<file path="src/hdl/amsee_isqrt.sv">
module amsee_isqrt #(
    parameter int IN_W = 64
) (
    input  logic                clk,
    input  logic                en,
    input  logic [IN_W-1:0]     value,
    output logic [IN_W/2-1:0]   root
);
    localparam int OUT_W = IN_W / 2;

    logic [OUT_W:0]   rem_reg  [OUT_W];
    logic [OUT_W-1:0] root_reg [OUT_W];
    logic [IN_W-1:0]  val_reg  [OUT_W];

    // One result bit per stage, most significant first.
    for (genvar i = 0; i < OUT_W; i++)
    begin : g_stage
        localparam int P = OUT_W - 1 - i;
        logic [OUT_W:0]   rem_in;
        logic [OUT_W-1:0] root_in;
        logic [IN_W-1:0]  val_in;
        logic [OUT_W+2:0] trial_rem;
        logic [OUT_W+2:0] trial_sub;
        logic [OUT_W+2:0] diff;

        if (i == 0)
        begin : g_first
            assign rem_in  = '0;
            assign root_in = '0;
            assign val_in  = value;
        end
        else
        begin : g_next
            assign rem_in  = rem_reg[i-1];
            assign root_in = root_reg[i-1];
            assign val_in  = val_reg[i-1];
        end

        assign trial_rem = {rem_in, val_in[2*P+1 -: 2]};
        assign trial_sub = {1'b0, root_in, 2'b01};
        assign diff      = trial_rem - trial_sub;

        always_ff @(posedge clk)
        begin
            if (en)
            begin
                val_reg[i] <= val_in;
                if (trial_rem >= trial_sub)
                begin
                    rem_reg[i]  <= diff[OUT_W:0];
                    root_reg[i] <= {root_in[OUT_W-2:0], 1'b1};
                end
                else
                begin
                    rem_reg[i]  <= trial_rem[OUT_W:0];
                    root_reg[i] <= {root_in[OUT_W-2:0], 1'b0};
                end
            end
        end
    end

    assign root = root_reg[OUT_W-1];
endmodule

</file>
<file path="config.mk">
export PLATFORM = sky130hd
export DESIGN_NAME = amsee_isqrt
export DESIGN_NICKNAME = d
export VERILOG_FILES = /design/src/hdl/amsee_isqrt.sv
export SDC_FILE = /design/constraint.sdc
export NUM_CORES = 2
export LEC_CHECK = 0
export CAP_MARGIN = 25
export CORE_ASPECT_RATIO = 0.5
export CORE_MARGIN = 5
export CORE_UTILIZATION = 45
export DETAILED_ROUTE_END_ITERATION = 6
export DONT_BUFFER_PORTS = 1
export PLACE_DENSITY_LB_ADDON = 0.1
export SLEW_MARGIN = 0
export SYNTH_ARGS = -nofsm -noshare
export SYNTH_HDL_FRONTEND = slang
export SYNTH_MEMORY_MAX_BITS = 65536
export SYNTH_SLANG_ARGS = --single-unit
</file>
<file path="constraint.sdc">
create_clock -name clk -period 4.62 [get_ports clk]
set_input_delay 0.231 -clock clk [delete_from_list [all_inputs] [get_ports clk]]
set_output_delay 0.231 -clock clk [all_outputs]
set_load 0.02 [all_outputs]
</file>
==> results summary <==
The fraction of synthesis flops using an asynchronous set or reset pin is 0%. The critical path goes through or4_1 > or4_1 > or4_1 > nand4_1 > or3_1 > nand3b_1 > nand3_1 > or4_1 > buf_12 > nor3_1 > xor2_1. The number of I/O pins came out at 98. The worst hold path depth came out at 2. The number of H-tree levels came out at 4.

Power spread over the standard cell area amounts to 492 nW/µm². The proportion of total power due to net switching is between 20% and 30%. The flow ran to the end, and the final reports show no timing, DRC or antenna violations. The flip-flop count of the largest register after layout came out at 992. Each instance of the synthesized netlist takes up on average about 13 µm².

The pin count of the biggest net entering global routing is around 250. The stage delay of the slowest cell on the critical path is between 0.6 and 0.7 ns. The synthesized design contains 2,495 register bits.

The post-placement cell area came out at ~120,000 µm². The terminus of the critical flop-to-flop path is rem_reg[0][294]$_DFFE_PP_. The transition time at the pin with the least slew margin is 1.43 ns. The kind of cell with the highest combined delay along the critical path is simple AND/OR/NAND/NOR gates. In the routed design, unresolved DRC markers number 0. CTS saw roughly 2,500 sinks.

The final non-filler cell area came out at roughly 130,000 µm². The number of I/O port buffers is 0. The clock transition at the register clock pins on the worst setup and hold paths after CTS came out at 0.06 ns.

The sequential fraction of the synthesis area came out at between 60 and 70%. The worst setup path is captured at a flop. For this design the static power due to leakage is roughly 50 nW. The die is roughly 730 µm wide. The worst hold path belongs to the class in -> reg. The placer congestion estimate came out at between 0.8 and 0.9. The worst setup path is launched from a flop. The startpoint identified for the worst register-to-register timing path is rem_reg[0][250]$_DFFE_PP_. STA puts the critical path data arrival time at approximately 4.8 ns.

The synthesized netlist cell count came out at between 8,000 and 9,000. The growth of design area from synthesis to finish is 12.1%. The chip height came out at ~370 µm. Timing would allow up to approximately 0.24 GHz. Clock skew on the completed layout was measured at roughly 0.064 ns. The final net count is 9,903. The count of warnings emitted by yosys came out at 0.

The maximum root-to-sink buffer count is 4. When the netlist entered floorplanning its net count stood at slightly below 10,000. The fraction of power consumed by the clock network came out at roughly 30%.

The global router's overall resource usage came out at between 10% and 20%. The cell area that synthesis handed to floorplanning was approximately 120,000 µm². The switching power summed over all nets is between 15 and 20 mW. The number of setup violations in the final report is 0. The CTS buffer count is between 200 and 250.

The path with the worst hold slack has its endpoint at root_reg[0][229]$_DFFE_PP_. In this run the clock root is driven by a sky130_fd_sc_hd__clkbuf_16. Counting flops with a built-in enable in the synthesized netlist gives around 2,500. The final cell count without fillers is between 10,000 and 15,000. The most used flip-flop cell after synthesis is sky130_fd_sc_hd__edfxtp_1. Once the clock tree was built, the setup fixing pass inserted 0 buffers. The initial utilization of the core area, before any placement, comes to 45.4%. The number of different library cells used by synthesis comes to 84. The critical path in this run is classified as reg -> reg. Of all nets on the critical path, the largest fanout is 10. For this design, the slowest cell found on the critical path is sky130_fd_sc_hd__or4_1. The initial detailed-routing violation count is roughly 4,400. The share of total power in sequential cells is 48.1%. The number of vias in the routed layout is a little under 70,000. The post-cts gate resize count came out at 0. The headroom to the max-slew limit came out at about 4.4%. VDD sags by at most approximately 0.34 mV.

Setup repair after global routing left no endpoint under its margin. The count of final hold-check violations is 0. Subtracting the final worst setup slack from the clock period gives 4.17 ns. The core region area is between 200,000 and 300,000 µm². The number of nets with antenna violations after routing is 0.

The cell count along the critical path is 11. The number of antenna violations at the first check in global routing came out at 3. The proportion of power drawn by combinational gates is a little over a fifth. The TritonCTS clock tree is built. The number of standard-cell rows in the floorplan is between 100 and 150. The number of vias per cell came out at 5.23. The share of the synthesized area in the top cell type came out at 64.5%. The max-slew violation total from the final report came to 0. Once placement completed, the tool counted placed cells totaling 12,400. The wire length per cell after detailed routing is 18.0 µm. By instance count, the cell type seen most on the critical path is sky130_fd_sc_hd__or4_1.

The worst register-to-register path has a setup slack of roughly 0.45 ns. The number of iterations in the first detailed-routing pass is 5. The leftover overflow at the end of global routing is 0. Data on the critical path is required at its endpoint by 5.25 ns. The overall routed net length came out at 232,000 µm. The overall power of the completed layout is 64.1 mW.

Ranked by total cell area, the synthesized netlist is headed by sky130_fd_sc_hd__edfxtp_1 65%, sky130_fd_sc_hd__ha_1 6.1%, sky130_fd_sc_hd__xor2_1 3.2%. The buffering stage count on the worst path with inverters included is 1. Across the run, the number of max-cap violations was 0.

The area enclosed by the die boundary came out at around 270,000 µm². The HPWL after detailed placement is roughly 170,000 µm. The number of cell instances on the worst register-to-register path came out at 11.

The library cell with the largest summed area after synthesis is sky130_fd_sc_hd__edfxtp_1. The number of global-route vias before repair came out at 66,700. The core utilization of the finished layout came out at 50.9%. Of the cells placed in the final design, the portion with a size suffix greater than 1 is 6.57%. The final period utilization is 90.3%. The first-pass GRT wire length is around 370,000 µm.

The startpoint identified for the worst hold timing path is en. The worst hold slack across all endpoints came out at roughly 0.0065 ns. Cell internal power was estimated by the tool at approximately 46 mW. The later-pin clock latency in the skew report came out at 0.89 ns. The layout filler cell count came out at ~22,000.
-- how the worst max path moves through the flow --
stage / slack (ns) / startpoint / to
CTS: 0.43 / rem_reg[0][250]$_DFFE_PP_ / rem_reg[0][286]$_DFFE_PP_
global placement: -1.15 / en / rem_reg[1][301]$_DFFE_PP_
finish: 0.45 / rem_reg[0][250]$_DFFE_PP_ / rem_reg[0][294]$_DFFE_PP_
global route: 0.16 / rem_reg[0][283]$_DFFE_PP_ / rem_reg[0][323]$_DFFE_PP_
detailed placement: -1.29 / en / rem_reg[1][301]$_DFFE_PP_
floorplan: 0.79 / rem_reg[1][231]$_DFFE_PP_ / rem_reg[1][294]$_DFFE_PP_
-- metal layers --
layer / GRT usage (%) / share of wire (%) / up-vias
met4: 4.59 / 2.7 / 0
met1: 22.2 / 44 / 32500
met2: 29.9 / 49 / 974
li1: - / - / 33800
met5: 0 / 0 / -
met3: 2.46 / 3.6 / 397
-- cells in the mapped netlist, types with 94 or more instances --
cell                       count
sky130_fd_sc_hd__nand3_1     150
sky130_fd_sc_hd__nand2b_1    112
sky130_fd_sc_hd__a21o_1      263
sky130_fd_sc_hd__o21a_1      113
sky130_fd_sc_hd__nor3_1      222
sky130_fd_sc_hd__clkbuf_1    195
sky130_fd_sc_hd__ha_1        562
sky130_fd_sc_hd__nor2_1      461
sky130_fd_sc_hd__a21oi_1     480
sky130_fd_sc_hd__inv_1       694
sky130_fd_sc_hd__xor2_1      427
sky130_fd_sc_hd__o21ai_0     562
sky130_fd_sc_hd__or3_1       103
sky130_fd_sc_hd__nand2_1     665
sky130_fd_sc_hd__edfxtp_1   2494
sky130_fd_sc_hd__nand4_1      94
sky130_fd_sc_hd__nor4_1      114
sky130_fd_sc_hd__xnor2_1     390
-- cells in the final DEF, fill, tap and decap left out, drive strengths merged, types with 71 or more instances in the layout --
cell	n
nand4	94
nor4	117
nand3	150
a21o	263
xor2	427
nand2b	112
clkinv	112
buf	132
o21ai	562
nand2	665
a21oi	480
o21a	113
nor2b	76
ha	562
xnor2	390
clkbuf	266
or3	103
nor3	222
or4	71
dlygate4sd3	132
nor2	462
edfxtp	2494
inv	701
-- kinds of logic (layout without fill, tap and decap cells) --
family	Yosys count	in the layout	synth area share, %
flip-flops	2495	2495	64.5
AND/OR/NAND/NOR	2356	2356	10.2
buffers and inverters	908	1385	2.94
AO/OA/AOI/OAI	1772	1772	9.38
adder cells (fa/ha/maj)	562	562	6.06
other	0	1	0
XOR/XNOR	817	817	6.16
multiplexers	74	74	0.701
-- power groups by stage --
stage / registers, mW / clock network (mW) / logic [mW]
CTS: 30.9 / 19.9 / 14.1
finish: 30.8 / 19.2 / 14.0
global route: 31.1 / 20.9 / 15.7
global placement: 31.4 / 0 / 13.7
detailed placement: 31.3 / 0 / 13.9
floorplan: 30.4 / 0 / 10.5
-- metrics by stage --
stage | setup slack (ns) | setup TNS, ns
after floorplan | 0.792 | 0
after global placement | -1.15 | -112.95
after detailed placement | -1.29 | -137.48
after CTS | 0.432 | 0
after global routing | 0.156 | 0
final | 0.449 | 0
-- area by class of cell --
class	count	area (µm²)	share of cell area (%)
flip-flops and latches	2495	74900	57.6
multi-input cells	5581	37800	29.1
clock buffers	265	6010	4.62
well taps	3458	4330	3.33
repair buffers	266	2910	2.23
inverters	697	2620	2.01
clock inverters	157	1530	1.18
diodes	1	2.50	0.00192
-- what timing repair did --
| item | in CTS | in global routing |
|---|---|---|
| hold buffers | 137 | 0 |
| hold endpoints to repair | 295 | 0 |
| setup endpoints to repair | 32 | 0 |
Note: power is estimated with default switching activity, not from simulation.
