File: src/hdl/amsee_delay.sv
module amsee_delay #(
    parameter int WIDTH = 32,
    parameter int DEPTH = 2
) (
    input  logic             clk,
    input  logic             en,
    input  logic [WIDTH-1:0] d,
    output logic [WIDTH-1:0] q
);
    logic [WIDTH-1:0] tap_reg [DEPTH];

    always_ff @(posedge clk)
    begin
        if (en)
        begin
            tap_reg[0] <= d;
            for (int i = 1; i < DEPTH; i++)
            begin
                tap_reg[i] <= tap_reg[i-1];
            end
        end
    end

    assign q = tap_reg[DEPTH-1];
endmodule

File: config.mk
export PLATFORM = sky130hd
export DESIGN_NAME = amsee_delay
export DESIGN_NICKNAME = d
export VERILOG_FILES = /design/src/hdl/amsee_delay.sv
export SDC_FILE = /design/constraint.sdc
export NUM_CORES = 1
export LEC_CHECK = 0
export BUFFER_PORTS_ARGS = -buffer_cell sky130_fd_sc_hd__buf_2
export CAP_MARGIN = 20
export CORE_MARGIN = 1.5
export CORE_UTILIZATION = 45
export DETAILED_ROUTE_END_ITERATION = 8
export GPL_TIMING_DRIVEN = 0
export PLACE_DENSITY = 0.71
export SLEW_MARGIN = 20
export SYNTH_ARGS = -nofsm -noshare
export SYNTH_HDL_FRONTEND = slang
export SYNTH_SLANG_ARGS = --single-unit
File: constraint.sdc
create_clock -name clk -period 0.8 [get_ports clk]
set_input_delay 0.16 -clock clk [delete_from_list [all_inputs] [get_ports clk]]
set_output_delay 0.16 -clock clk [all_outputs]
set_load 0.05 [all_outputs]
==> metrics.md, run 1 <==
| Metric | Value |
|---|---|
| Outcome | finished with violations |
| Failing checks | negative setup slack |
| Synth Instances | 96 |
| DR DRC count | 0 |
| CTS tree | yes |
| PortBufs | 65 |
| Bufs and invs on worst path | 1 |
| Cell area after synthesis | 0.00216 sq mm |
| CP required | 0.64 ns |
| Final WS setup | -0.273 ns |
| Area after DPL | 0.00256 sq mm |
| HP Class | in2reg |
| Initial antenna violation count | 0 |
| Crit Path Category | reg2out |
| Slowest stage delay, CP | 0.42 ns |
| Nets@finish | roughly 180 |
| Via density per instance | 4.40 |
| Net Count, Synth | 130 |
| Post-synth cell types | 2 |
| DR iter-0 viols | between 90 and 100 |
| Slowest cell on crit path | edfxtp_1 |
| Startpoint Class | flop |
| Ant diodes | 0 |
| Area leader, netlist | edfxtp_1 |
| Final setup violation count | 32 |
| Multi-input logic area | 0 sq um |
| Fillers | about 340 |
| GRT Residual Overflow | 0 |
| Tmin final | 1.07 ns |
| Largest register FFs | 64 |
| Clock sink count | 64 |
| First-pass GRT wire length | 3970 um |
| Post-synth top area share | 88.9% |
| P&R area growth vs syn | 34.1% |
| Die Ht | 72.3 um |
| Total global-route track usage | 11.2% |
| Pre-antenna DRT Iters | 4 |
| Final wirelength | 2930 um |
| Min Hold Slack | 0.0213 ns |
| Comb_multi_in | 0 |
| Total Power Consumption | 0.00742 W |
| Longest Clk Path Bufs | 2 |
| Crit-path cells | buf_8 |
| CP arrival | 0.91 ns |
| # IOs | 66 |
| Pin count of the biggest net entering global routing | 65 |
| H-tree depth | 3 |
| Initial Util | 46.4% |
| Measured slew at the worst slew-check pin | 0.559 ns |
| Hold Fails Final Rpt | 0 |
| Chip Width | 72.3 um |
| Die Area | 0.00523 sq mm |
| Synth Register Bits | 64 |
| Post-Place Setup Slack | -0.371 ns |
| Max-capacitance violation count | 0 |
| RSZ-0062 raised after global routing | true |
| Antenna Violating Nets Remaining | 0 |
| Worst IR drop on VDD | 1290 uV |
| Gpl congestion | 0.656 |
| Clock edge transition at the registers on the reported setup and hold paths | 0.06 ns |
| CP Max Fanout | 1 |
| DR vias | 911 |
| Dpl cells | roughly 220 |
| Share of layout cells above drive strength 1 | 50.3% |
| Cell area after layout | around 0.0029 sq mm |
| Power per cell area | 2560 mW/mm^2 |
| WL per Instance | 14.1 um |
| Synth top area cells | edfxtp_1 (89%), buf_4 (11%) |
| Post-synthesis sequential area ratio | 88.9% |
| CTS buffer count | 9 |
| Root buf cell | clkbuf_8 |
| Crit-path leading delay family | flip-flops |
| Setup crit end kind | output pin |
| Clock Skew | 0.00431 ns |
| Slew HR | between 60% and 70% |
| Final cell count without fillers | about 210 |
| Fin crit share | 134% |
| Leakage power | between 1 and 1.5 nW |
| Number of global-route vias before repair | between 800 and 900 |
| Ys Warns | 0 |
| Worst-Skew Late Latency | 0.31 ns |
| Rows | 25 |
| Slew Limit Fails | 0 |
| Fmax | 0.932 GHz |
| Core area | ~0.0047 sq mm |
| Syn_area_per_cell | about 23 sq um |
power breakdown:
group          switching [W]  internal (W)  total, W  leakage, nW
sequential          0.000103       0.00399   0.00409        0.626
clock                0.00106       0.00141   0.00247       0.0922
combinational       0.000501      0.000358  0.000859        0.403
final timing paths:
kind	startpoint	endpoint	slack, ns	cells past startpoint
max	tap_reg[0][36]	q[4]	-0.27	1
min	d[26]	tap_reg[0][26]	0.02	1
max reg2reg	tap_reg[0][4]	tap_reg[0][36]	0.16	0
min reg2reg	tap_reg[0][14]	tap_reg[0][46]	0.42	0
cell type report:
| cell class | count | area, sq um | share of cell area, % |
|---|---|---|---|
| Sequential cell | 64 | 1920 | 66.3 |
| Timing Repair Buffer | 73 | 732 | 25.2 |
| Clock buffer | 11 | 131 | 4.53 |
| Tap cell | 54 | 67.6 | 2.33 |
| Clock inverter | 5 | 47.5 | 1.64 |
synthesized netlist by cell type (all sizes together):
master  count
edfxtp     64
buf        32
logic make-up after synthesis:
family                 share of synthesized area [%]
flip-flops                                      88.9
buffers and inverters                           11.1
layout by cell type, fill, tap and decap left out:
cell           count
edfxtp_1          64
buf_2             32
clkinv_1           2
bufinv_16          1
clkbuf_1           2
buf_6              1
clkbuf_8           9
buf_8             32
clkinv_2           2
dlygate4sd3_1      8
stage by stage:
step           TNS [ns]  utilization [%]
4_1_cts           -8.58             60.9
6_report          -7.78             62.2
2_1_floorplan         0                -
3_3_place_gp     -45.80             54.8
3_5_place_dp     -24.78             54.9
5_1_grt           -9.09             62.2
per-layer routing:
| metal | vias up | routed length [um] | global-route usage [%] |
|---|---|---|---|
| met5 | - | 0 | 0 |
| met4 | 0 | 46 | 8.81 |
| met2 | 45 | 1560 | 17.6 |
| met3 | 4 | 216 | 4.17 |
| li1 | 428 | - | - |
| met1 | 434 | 1100 | 12.1 |
timing repair:
item	in CTS	in global routing
setup buffers	0	0
resized for setup	97	0
hold buffers	2	6
setup endpoints to repair	96	32
hold endpoints to repair	2	6
(Power assumes the default switching activity.)
==> run 2: changes to the inputs <==
--- a/config.mk
+++ b/config.mk
@@ -7,7 +7,6 @@
 export LEC_CHECK = 0
 export BUFFER_PORTS_ARGS = -buffer_cell sky130_fd_sc_hd__buf_2
 export CAP_MARGIN = 20
-export CORE_MARGIN = 1.5
 export CORE_UTILIZATION = 45
 export DETAILED_ROUTE_END_ITERATION = 8
 export GPL_TIMING_DRIVEN = 0
==> constraint.sdc (replaced) <==
create_clock -name clk -period 1.3 [get_ports clk]
set_input_delay 0.26 -clock clk [delete_from_list [all_inputs] [get_ports clk]]
set_output_delay 0.26 -clock clk [all_outputs]
set_load 0.05 [all_outputs]
==> run 2 against run 1 <==
  * Die area fell by 2.7%
  * Worst hold slack improved by 0.089 ns
  * Wire length rose by 3.8%
  * Via count rose by 11%
  * Global-route usage rose by 2.1 points
  * Register-to-register slack improved by 0.50 ns
  * Cell count rose by 9.7%
  * Largest power group unchanged
  * The run ends with design-rule violations left
  * Clock skew barely moved
==> metrics.md, run 2 (synthesis gave the netlist of run 1 again) <==
| Metric | Value |
|---|---|
| Outcome | finished with violations |
| Failing checks | design-rule violations |
| Depth of the worst register-to-register path | 0 |
| Ant diodes | 0 |
| Pre-antenna DRT Iters | 6 |
| Setup crit end kind | output pin |
| Die Area | 0.00509 sq mm |
| Cts hold-fix bufs | 0 |
| # IOs | 66 |
| Power per cell area | 1570 mW/mm^2 |
| Antenna Violating Nets Remaining | 0 |
| Final wirelength | between 3000 and 4000 um |
| Die Ht | 71.3 um |
| Hold Crit Depth | 1 |
| Total global-route track usage | 13.3% |
| Worst-Skew Late Latency | 0.32 ns |
| Largest register FFs | 64 |
| Chip Width | 71.3 um |
| Startpoint Class | flop |
| Reg-to-reg slack, setup | 0.66 ns |
| Worst IR drop on VDD | 761 uV |
| Root buf cell | clkbuf_8 |
| Via density per instance | 4.44 |
| First-pass GRT wire length | about 4600 um |
| Leakage power | between 1 and 1.5 nW |
| DR iter-0 viols | 51 |
| Pin count of the biggest net entering global routing | 65 |
| Hold endpoint | tap_reg[0][3] |
| Max-capacitance violation count | 0 |
| Worst reg2reg endpoint | tap_reg[0][51] |
| Hold Fails Final Rpt | 0 |
| Comb_multi_in | 0 |
| WL per Instance | 13.4 um |
| Gpl congestion | 0.625 |
| CP arrival | 1.02 ns |
| Tmin final | around 1.3 ns |
| Clock edge transition at the registers on the reported setup and hold paths | ~0.06 ns |
| Core area | around 0.0045 sq mm |
| Fmax | 0.782 GHz |
| Fin crit share | 98.4% |
| Rows | 24 |
| Initial antenna violation count | 0 |
| HP Class | in2reg |
| Crit Path Category | reg2out |
| Hold path start | d[3] |
| Number of global-route vias before repair | 992 |
| Reg2Reg Launch Point | tap_reg[0][19] |
| Nets@finish | 204 |
| PortBufs | 65 |
| Final setup violation count | 0 |
| Multi-input logic area | 0 sq um |
| Slew Limit Fails | 0 |
| Fillers | slightly below 300 |
| Clock sink count | 64 |
| Longest Clk Path Bufs | 2 |
| DR DRC count | 4 |
| CP required | 1.04 ns |
| Setup TNS | 0 ns |
| CTS tree | yes |
| Initial Util | 48.3% |
| CTS buffer count | 9 |
| Commonest non-fill, non-tap cell in the layout | edfxtp_1 |
| Register Area | 0.00192 sq mm |
| Share of layout cells above drive strength 1 | 60.6% |
| P&R area growth vs syn | 34.3% |
| GRT Residual Overflow | 0 |
| Measured slew at the worst slew-check pin | 0.768 ns |
| Finished Core Util | 64.9% |
| CP Max Fanout | 1 |
| Commonest non-fill, non-tap cells in the layout | edfxtp_1 (64), buf_4 (37), buf_2 (32) |
| DR vias | approximately 1000 |
| Clock Skew | 0.00431 ns |
| Slew HR | 48.8% |
| H-tree depth | 3 |
-- run 2: changes by cell type in the layout (fill, tap and decap cells not counted) --
cell	previous run	this run
buf_4	0	37
buf_6	1	24
buf_8	32	2
clkbuf_1	2	1
clkinv_1	2	4
clkinv_2	2	1
dlygate4sd3_1	8	0
-- run 2: layout make-up --
class / instances / share of cell area (%)
sequential: 64 / 66.2
timing repair buffer: 65 / 17.7
buffer: 30 / 7.76
clock buffer: 10 / 4.40
tap: 52 / 2.24
clock inverter: 6 / 1.72
-- run 2: worst max-delay path, cell delays in order, from the launching register on --
cell	delay, ns
edfxtp_1	0.38
buf_4	0.14
buf_4	0.18
-- run 2: stage by stage --
| step | power [W] | cell area [sq um] | hold slack (ns) | setup WS [ns] | instances |
|---|---|---|---|---|---|
| global route | 0.00474 | 2900 | 0.0865 | -0.0278 | 227 |
| finish | 0.00456 | 2900 | 0.110 | 0.0213 | 227 |
| floorplan | 0.00285 | 2160 | 0.359 | 0.517 | 96 |
| detailed placement | 0.00300 | 2550 | 0.405 | 0.0254 | 213 |
| global placement | 0.00299 | 2550 | 0.402 | -0.324 | 213 |
| CTS | 0.00457 | 2800 | 0.0866 | 0.00304 | 229 |
-- run 2: power by group --
| group | switching, W | leakage (nW) | total, W | internal [W] |
|---|---|---|---|---|
| clock | 0.000660 | 0.0902 | 0.00152 | 0.000856 |
| sequential | 0.0000415 | 0.626 | 0.00249 | 0.00245 |
| combinational | 0.000331 | 0.464 | 0.000553 | 0.000222 |
-- run 2: worst max path at each step --
| stage | startpoint | endpoint | slack (ns) | cells after the start |
|---|---|---|---|---|
| detailed placement | en | tap_reg[0][57] | 0.03 | 1 |
| global route | tap_reg[0][38] | q[6] | -0.03 | 2 |
| global placement | en | tap_reg[0][57] | -0.32 | 1 |
| finish | tap_reg[0][61] | q[29] | 0.02 | 2 |
| CTS | tap_reg[0][42] | q[10] | 0.003 | 2 |
| floorplan | tap_reg[0][32] | q[0] | 0.52 | 1 |
-- run 2: what timing repair did --
item	4_1_cts	5_1_grt
setup endpoints to repair	22	27
resized for setup	26	44
buffers inserted	0	0
-- run 2: routing by layer --
layer  part of all wire [%]  track usage, %  wire (um)  vias to the layer above
li1                       -               -          -                      472
met1                     36            12.6       1080                      470
met2                     53            20.8       1610                       59
met3                    9.2            8.44        278                        8
met4                    2.2            9.33         66                        0
met5                      0               0          0                        -
==> run 3: changes to the inputs <==
--- a/config.mk
+++ b/config.mk
@@ -7,10 +7,12 @@
 export LEC_CHECK = 0
 export BUFFER_PORTS_ARGS = -buffer_cell sky130_fd_sc_hd__buf_2
 export CAP_MARGIN = 20
+export CELL_PAD_IN_SITES_DETAIL_PLACEMENT = 1
+export CELL_PAD_IN_SITES_GLOBAL_PLACEMENT = 1
 export CORE_UTILIZATION = 45
 export DETAILED_ROUTE_END_ITERATION = 8
 export GPL_TIMING_DRIVEN = 0
-export PLACE_DENSITY = 0.71
+export PLACE_DENSITY_LB_ADDON = 0.1
 export SLEW_MARGIN = 20
 export SYNTH_ARGS = -nofsm -noshare
 export SYNTH_HDL_FRONTEND = slang
==> run 3 against run 2 <==
  * The run still ends with design-rule violations left
  * Die area stayed put
  * Global-route usage grew 0.97 points
  * Sequential share of layout area down 1.8 points
  * Design area increased by 2.8%
  * Register-to-register slack about the same
  * Sequential power about the same
  * Critical endpoint is now q[5]
==> metrics.md, run 3 (synthesis gave the netlist of run 1 again) <==
| Metric | Value |
|---|---|
| Outcome | finished with violations |
| Failing checks | design-rule violations |
| Top cell by count, worst path | buf_4 |
| Crit Path Category | reg2out |
| Antenna Violating Nets Remaining | 0 |
| Commonest non-fill, non-tap cells in the layout | edfxtp_1 (64), buf_4 (37), buf_2 (32) |
| Core area | 0.00447 sq mm |
| Longest Clk Path Bufs | 2 |
| CP Max Fanout | 1 |
| Pin count of the biggest net entering global routing | 65 |
| Total global-route track usage | 14.2% |
| Crit. Startpoint | tap_reg[0][37] |
| DR iter-0 viols | 63 |
| DR DRC count | 2 |
| CTS tree | yes |
| Clock Skew | about 0.0067 ns |
| Total Power Consumption | 0.00522 W |
| Die Area | 0.00509 sq mm |
| Comb_multi_in | 0 |
| Measured slew at the worst slew-check pin | 0.755 ns |
| Slowest cell on crit path | edfxtp_1 |
| Worst reg2reg endpoint | tap_reg[0][43] |
| CTS buffer count | 9 |
| Share of layout cells above drive strength 1 | 62.9% |
| Slew HR | 49.7% |
| Finished Core Util | ~67% |
| Reg2Reg Launch Point | tap_reg[0][11] |
| WL per Instance | 14.4 um |
| Setup TNS | 0 ns |
| # IOs | 66 |
| Fmax | 0.796 GHz |
| Clock sink count | 64 |
| CP arrival | 1.00 ns |
| Number of global-route vias before repair | roughly 1100 |
| Largest register FFs | 64 |
| H-tree depth | 3 |
| GRT Residual Overflow | 0 |
| CP required | approximately 1.0 ns |
| Setup crit end kind | output pin |
| Nets@finish | 204 |
| Clock edge transition at the registers on the reported setup and hold paths | 0.07 ns |
| Initial antenna violation count | 0 |
| Ant diodes | 0 |
| Chip Width | about 71 um |
| P&R area growth vs syn | 38.0% |
| HP Class | in2reg |
| Hold Fails Final Rpt | 0 |
| Commonest non-fill, non-tap cell in the layout | edfxtp_1 |
| PortBufs | 65 |
| Cts hold-fix bufs | 0 |
| P_int | 0.00413 W |
| Slowest stage delay, CP | 0.37 ns |
| Fillers | 379 |
| Worst IR drop on VDD | roughly 1100 uV |
| Register Area | 0.00192 sq mm |
| DR vias | 990 |
| Net Sw Power | 0.00110 W |
| Slew Limit Fails | 0 |
| Max-capacitance violation count | 0 |
| Worst-Skew Late Latency | 0.32 ns |
| Rows | 24 |
| Die Ht | a little over 70 um |
| Via density per instance | between 4 and 5 |
| Clk pwr share | 41.8% |
| Power per cell area | 1750 mW/mm^2 |
| Final setup violation count | 0 |
| Combinational Power Share | 10.6% |
| Multi-input logic area | 0 sq um |
| Reg-to-reg slack, setup | 0.65 ns |
| CP endpoint | q[5] |
| Gpl congestion | 0.617 |
| Leakage power | 1.22 nW |
| Depth of the worst register-to-register path | 0 |
| Pre-antenna DRT Iters | 8 |
| Tmin final | between 1 and 1.5 ns |
| Startpoint Class | flop |
| Initial Util | 48.3% |
| Switching Share | 21.0% |
| Fin crit share | 96.7% |
| Crit-path cells | buf_4 -> buf_4 |
| Final wirelength | 3280 um |
| First-pass GRT wire length | approximately 5000 um |
| Part of the power in registers | between 40% and 50% |
| Root buf cell | clkbuf_8 |
-- run 3: changes by cell type in the layout (fill, tap and decap cells not counted) --
cell / delta
bufinv_16: +3
clkbuf_1: -1
clkinv_1: -3
clkinv_2: +1
-- run 3: layer usage --
| metal | track usage, % | up-vias | share of wire, % |
|---|---|---|---|
| li1 | - | 473 | - |
| met5 | 0 | - | 0 |
| met3 | 5.77 | 2 | 6.7 |
| met1 | 14.6 | 474 | 39 |
| met4 | 10.0 | 0 | 0.88 |
| met2 | 23.7 | 41 | 54 |
-- run 3: worst min-delay path by stage --
| stage | start | end | slack [ns] | depth (start not counted) |
|---|---|---|---|---|
| 2_1_floorplan | d[0] | tap_reg[0][0] | 0.36 | 0 |
| 3_3_place_gp | tap_reg[0][18] | tap_reg[0][50] | 0.40 | 0 |
| 3_5_place_dp | tap_reg[0][8] | tap_reg[0][40] | 0.41 | 0 |
| 4_1_cts | d[2] | tap_reg[0][2] | 0.09 | 1 |
| 5_1_grt | d[27] | tap_reg[0][27] | 0.08 | 1 |
| 6_report | d[26] | tap_reg[0][26] | 0.11 | 1 |
-- run 3: power by group through the flow --
stage / clock network [W] / registers (W) / logic, W
2_1_floorplan: 0 / 0.00252 / 0.000330
3_3_place_gp: 0 / 0.00252 / 0.000464
3_5_place_dp: 0 / 0.00254 / 0.000476
4_1_cts: 0.00224 / 0.00249 / 0.000508
5_1_grt: 0.00233 / 0.00250 / 0.000575
6_report: 0.00218 / 0.00249 / 0.000553
-- run 3: critical path, delay by kind of cell, from the launching register on --
| kind | cells | cell delay [ns] |
|---|---|---|
| buffers and inverters | 2 | 0.31 |
| flip-flops | 1 | 0.37 |
-- run 3: area by class of cell --
| cell class | instances | share of cell area, % |
|---|---|---|
| clock buffers | 9 | 4.15 |
| flip-flops and latches | 64 | 64.4 |
| clock inverters | 7 | 4.49 |
| plain buffers | 30 | 7.55 |
| repair buffers | 65 | 17.2 |
| well taps | 52 | 2.18 |
-- run 3: repair_timing --
action	4_1_cts	5_1_grt
resized for setup	22	51
hold endpoints to repair	0	0
buffers inserted	0	0
setup endpoints to repair	19	29
gates cloned	0	0
-- run 3: metrics by stage --
stage | instances | cell area (sq um) | hold slack, ns | setup WS, ns
6_report | 227 | 2980 | 0.111 | 0.0432
5_1_grt | 227 | 2980 | 0.0797 | -0.00619
4_1_cts | 229 | 2870 | 0.0909 | 0.00104
3_5_place_dp | 213 | 2550 | 0.406 | 0.0238
3_3_place_gp | 213 | 2550 | 0.400 | -0.344
2_1_floorplan | 96 | 2160 | 0.359 | 0.517
